$ cat src/sv/zmsf_pkg.sv
`timescale 1ns / 1ps

package zmsf_pkg;

  // Configuration register
  localparam int ZONE_SIZE_W   = 7;
  localparam int ZONE_SIZE_RST = 8;

  // Field widths
  localparam int ACTION_W = 2;
  localparam int KEY_W    = 32;

  // Defaults for the top-level parameters
  localparam int MAX_ELEMENTS_DEF  = 64;
  localparam int ELEMENT_WIDTH_DEF = 32;

  // Command queue between front and back
  localparam int CMDQ_DEPTH = 2;

  typedef enum logic [ACTION_W-1:0] {
    OP_LOAD  = 2'd0,
    OP_POINT = 2'd1,
    OP_RANGE = 2'd2,
    OP_CLEAR = 2'd3
  } cmd_op_e;

  typedef struct packed {
    cmd_op_e                  op;
    logic signed [KEY_W-1:0]  lo;
    logic signed [KEY_W-1:0]  hi;
  } cmd_t;

  typedef enum logic [2:0] {
    BK_IDLE,
    BK_ZRD,
    BK_ZCHK,
    BK_ESCAN,
    BK_FIN
  } bk_state_e;

endpackage

$ cat src/sv/zmsf_cmd_fifo.sv
`timescale 1ns / 1ps

module zmsf_cmd_fifo (
  input  logic           clk_i,
  input  logic           rst_ni,
  input  logic           push_i,
  input  zmsf_pkg::cmd_t cmd_i,
  output logic           full_o,
  input  logic           pop_i,
  output logic           vld_o,
  output zmsf_pkg::cmd_t cmd_o
);

  localparam int PtrW = $clog2(zmsf_pkg::CMDQ_DEPTH);
  localparam int CntW = $clog2(zmsf_pkg::CMDQ_DEPTH + 1);

  zmsf_pkg::cmd_t slot_q [zmsf_pkg::CMDQ_DEPTH];
  logic [PtrW-1:0] wr_ptr_q;
  logic [PtrW-1:0] rd_ptr_q;
  logic [CntW-1:0] cnt_q;

  assign full_o = (cnt_q == CntW'(zmsf_pkg::CMDQ_DEPTH));
  assign vld_o  = (cnt_q != '0);
  assign cmd_o  = slot_q[rd_ptr_q];

  // Advance pointers and occupancy
  always_ff @(posedge clk_i or negedge rst_ni) begin
    if (!rst_ni) begin
      wr_ptr_q <= '0;
      rd_ptr_q <= '0;
      cnt_q    <= '0;
    end else begin
      if (push_i) begin
        wr_ptr_q <= wr_ptr_q + PtrW'(1);
      end
      if (pop_i) begin
        rd_ptr_q <= rd_ptr_q + PtrW'(1);
      end
      if (push_i && !pop_i) begin
        cnt_q <= cnt_q + CntW'(1);
      end else if (pop_i && !push_i) begin
        cnt_q <= cnt_q - CntW'(1);
      end
    end
  end

  // Hold queued items
  always_ff @(posedge clk_i) begin
    if (push_i) begin
      slot_q[wr_ptr_q] <= cmd_i;
    end
  end

endmodule

$ cat config.mk
export PLATFORM = sky130hd
export DESIGN_NAME = zmsf_cmd_fifo
export DESIGN_NICKNAME = d
export VERILOG_FILES = /design/src/sv/zmsf_pkg.sv /design/src/sv/zmsf_cmd_fifo.sv
export SDC_FILE = /design/constraint.sdc
export NUM_CORES = 1
export LEC_CHECK = 0
export BUFFER_PORTS_ARGS = -buffer_cell sky130_fd_sc_hd__buf_2
export CORE_MARGIN = 4
export CORE_UTILIZATION = 52
export CTS_CLUSTER_SIZE = 8
export DETAILED_ROUTE_END_ITERATION = 16
export HOLD_SLACK_MARGIN = 0.02
export PLACE_DENSITY = 0.79
export SLEW_MARGIN = 20
export SYNTH_ARGS = -nofsm -noshare
export SYNTH_HDL_FRONTEND = slang
export SYNTH_SLANG_ARGS = --single-unit
$ cat constraint.sdc
create_clock -name clk_i -period 5.6 [get_ports clk_i]
set_clock_uncertainty 0.1 [all_clocks]
set_input_delay 0 -clock clk_i [delete_from_list [all_inputs] [get_ports clk_i]]
set_output_delay 0 -clock clk_i [all_outputs]
set_load 0.01 [all_outputs]
==> qor.yml <==
outcome: "completed"
antenna_found_initial: 0
slowest_delay_ns: 1.11
grt_pass1_vias: 3183
drive_above_1_share_pct: 52.3
mappedNetlistNets: 292
maxCapViolations: 0
die_w_um: 107
multi_input_area_um2: 951
io_buffers: 137
cts_max_level: 4
met3_usage_pct: 5.84
grt_busiest_layer: "met2"
worst_slack_ns: 3.29
start_util_pct: 54.0
dr.pass1.iters: 5
gr-total-overflow: 0
crit_start: "rd_ptr_q"
synth_cell_type_count: 15
synth_area_um2: 5060
power_density_nw_per_um2: 485
nets: 512
cts.path.max_buffers: 2
slew_viol_final: 0
grtUsageMet1_pct: 21.5
fin_crit_sh_pct: 41.3
synthTopCellsByArea: "edfxtp_1 78%, mux2_4 8.9%, mux2_2 8.0%"
endpoint: "cmd_o[44]"
grt_usage_pct: 19.0
layout_commonest_cell: "buf_2"
dp_hpwl_um: 5540
synth_area_leader_cell: "edfxtp_1"
r2r_slack_ns: 3.39
critical_path.cell_chain: "mux2_2 -> buf_2"
synth_top_area_share_pct: 78.3
start_kind: "flip-flop"
rsz0062_at_grt: "false"
tightest_slew_ns: 1.04
seq_area_frac_synth_pct: 80.2
worstSetupEndpointType: "output port"
cts_buffers: 17
clkLatencyLatePin_ns: 0.49
drc: 0
power_leakage_nw: 2.84
setup_tns_ns: 0
finalSetupViolations: 0
r2r_cells: 2
die-area_um2: 11400
cp.required_ns: 5.50
final_cell_mix: "137 x buf_2, 132 x edfxtp_1, 70 x dlygate4sd3_1"
vias: 2825
postRouteAntennaNets: 0
grt_use_met2_pct: 34.3
slowest_stage: "dfrtp_4"
cts_tree: "done"
grt_max_degree: 68
fmax_mhz: 432
dieHeight_um: 107
synth.ff_latch_count: 136
vdd_drop_max_uv: 454
rows: 35
syn_area_per_cell_um2: 22.9
place_ws_ns: 3.36
diodes: 0
reg2reg_from: "wr_ptr_q"
grt_pass1_wl_um: 16300
cp_max_fo: 67
min_period_ns: 2.31
regArea_um2: 4070
clock-sinks: 136
drt-total-wl_um: 10300
yosysWarningCount: 0
clk_pin_slew_ns: 0.06
fin_hold_ws_ns: 0.127
routed_via_density: 4.85
postSynthCellCount: 221
crit_type: "reg2out"
gp_congestion: 0.702
power_mw: 3.46
hold_viol_final: 0
drt_iter0_markers: 176
fp.coreArea_um2: 9370
cts-root-buf: "clkbuf_8"
hold_class: "in2reg"
arrival_ns: 2.21
routedWlPerCell_um: 17.6
area_growth_pct: 41.2
fillerInstances: 558
io_pins: 138
r2r-end: "slot_q[0][28]"
max_slew_margin_pct: 30.7
==> cells in the mapped netlist <==
| cell | n |
|---|---|
| and2_1 | 1 |
| buf_2 | 3 |
| buf_4 | 1 |
| buf_6 | 3 |
| dfrtp_1 | 4 |
| edfxtp_1 | 132 |
| ha_1 | 1 |
| inv_1 | 1 |
| mux2_2 | 36 |
| mux2_4 | 30 |
| nor2_1 | 1 |
| nor2b_1 | 2 |
| or2_2 | 1 |
| xnor2_1 | 1 |
| xor2_1 | 4 |
==> registers in the layout, indices dropped and copies added, names as in the netlist <==
name,count
cnt_q,2
wr_ptr_q,1
rd_ptr_q,1
slot_q,132
==> critical path, delay by kind of cell, from the launching register on <==
kind | cells | cell delay, ns
buffers and inverters | 1 | 0.15
DFF | 1 | 1.11
muxes | 1 | 0.44
==> layer usage <==
layer  part of all wire [%]  routed length (um)
met1                     39                4020
met2                     53                5410
met3                    7.0                 720
met4                    1.0                 107
met5                      0                   0
==> cells by family after synthesis <==
| logic type | count (synthesis) | share of synthesized area, % |
|---|---|---|
| simple gates | 5 | 0.568 |
| xor+xnor | 5 | 0.865 |
| flops | 136 | 80.2 |
| buf+inv | 8 | 1.19 |
| mux | 66 | 16.9 |
| fa+ha+maj | 1 | 0.247 |
==> cell type report <==
cell class	count	share of cell area (%)
sequential	136	56.9
timing repair buffer	208	19.5
multi-input combinational	77	13.3
clock buffer	17	5.79
tap	129	2.26
clock inverter	14	2.21
inverter	1	0.0525
==> stage by stage <==
step / instance area (um2) / instances / utilization (%)
finish: 7150 / 582 / 76.3
global placement: 5880 / 481 / 62.7
CTS: 7150 / 582 / 76.3
global route: 7150 / 582 / 76.3
detailed placement: 5880 / 481 / 62.7
floorplan: 5060 / 221 / -
==> worst min-delay path by stage <==
stage	start	to	slack, ns	depth (start not counted)
after global routing	cmd_i[36]	slot_q[0][36]	0.11	2
after global placement	rst_ni	wr_ptr_q	-0.29	1
after detailed placement	rst_ni	wr_ptr_q	-0.29	1
after CTS	cmd_i[36]	slot_q[1][36]	0.1	2
after floorplan	rst_ni	cnt_q[0]	-0.40	0
final	cmd_i[36]	slot_q[1][36]	0.13	2
==> repair_timing <==
item / CTS / global route
gates resized for setup: 0 / 0
endpoints found under the hold margin: 169 / 0
hold buffers: 70 / 0
setup buffers: 0 / 0
==> power breakdown <==
part	internal, mW	switching [mW]
sequential	1.36	0.168
combinational	0.485	0.390
clock	0.671	0.395
total	2.51	0.953
(Power assumes the default switching activity.)
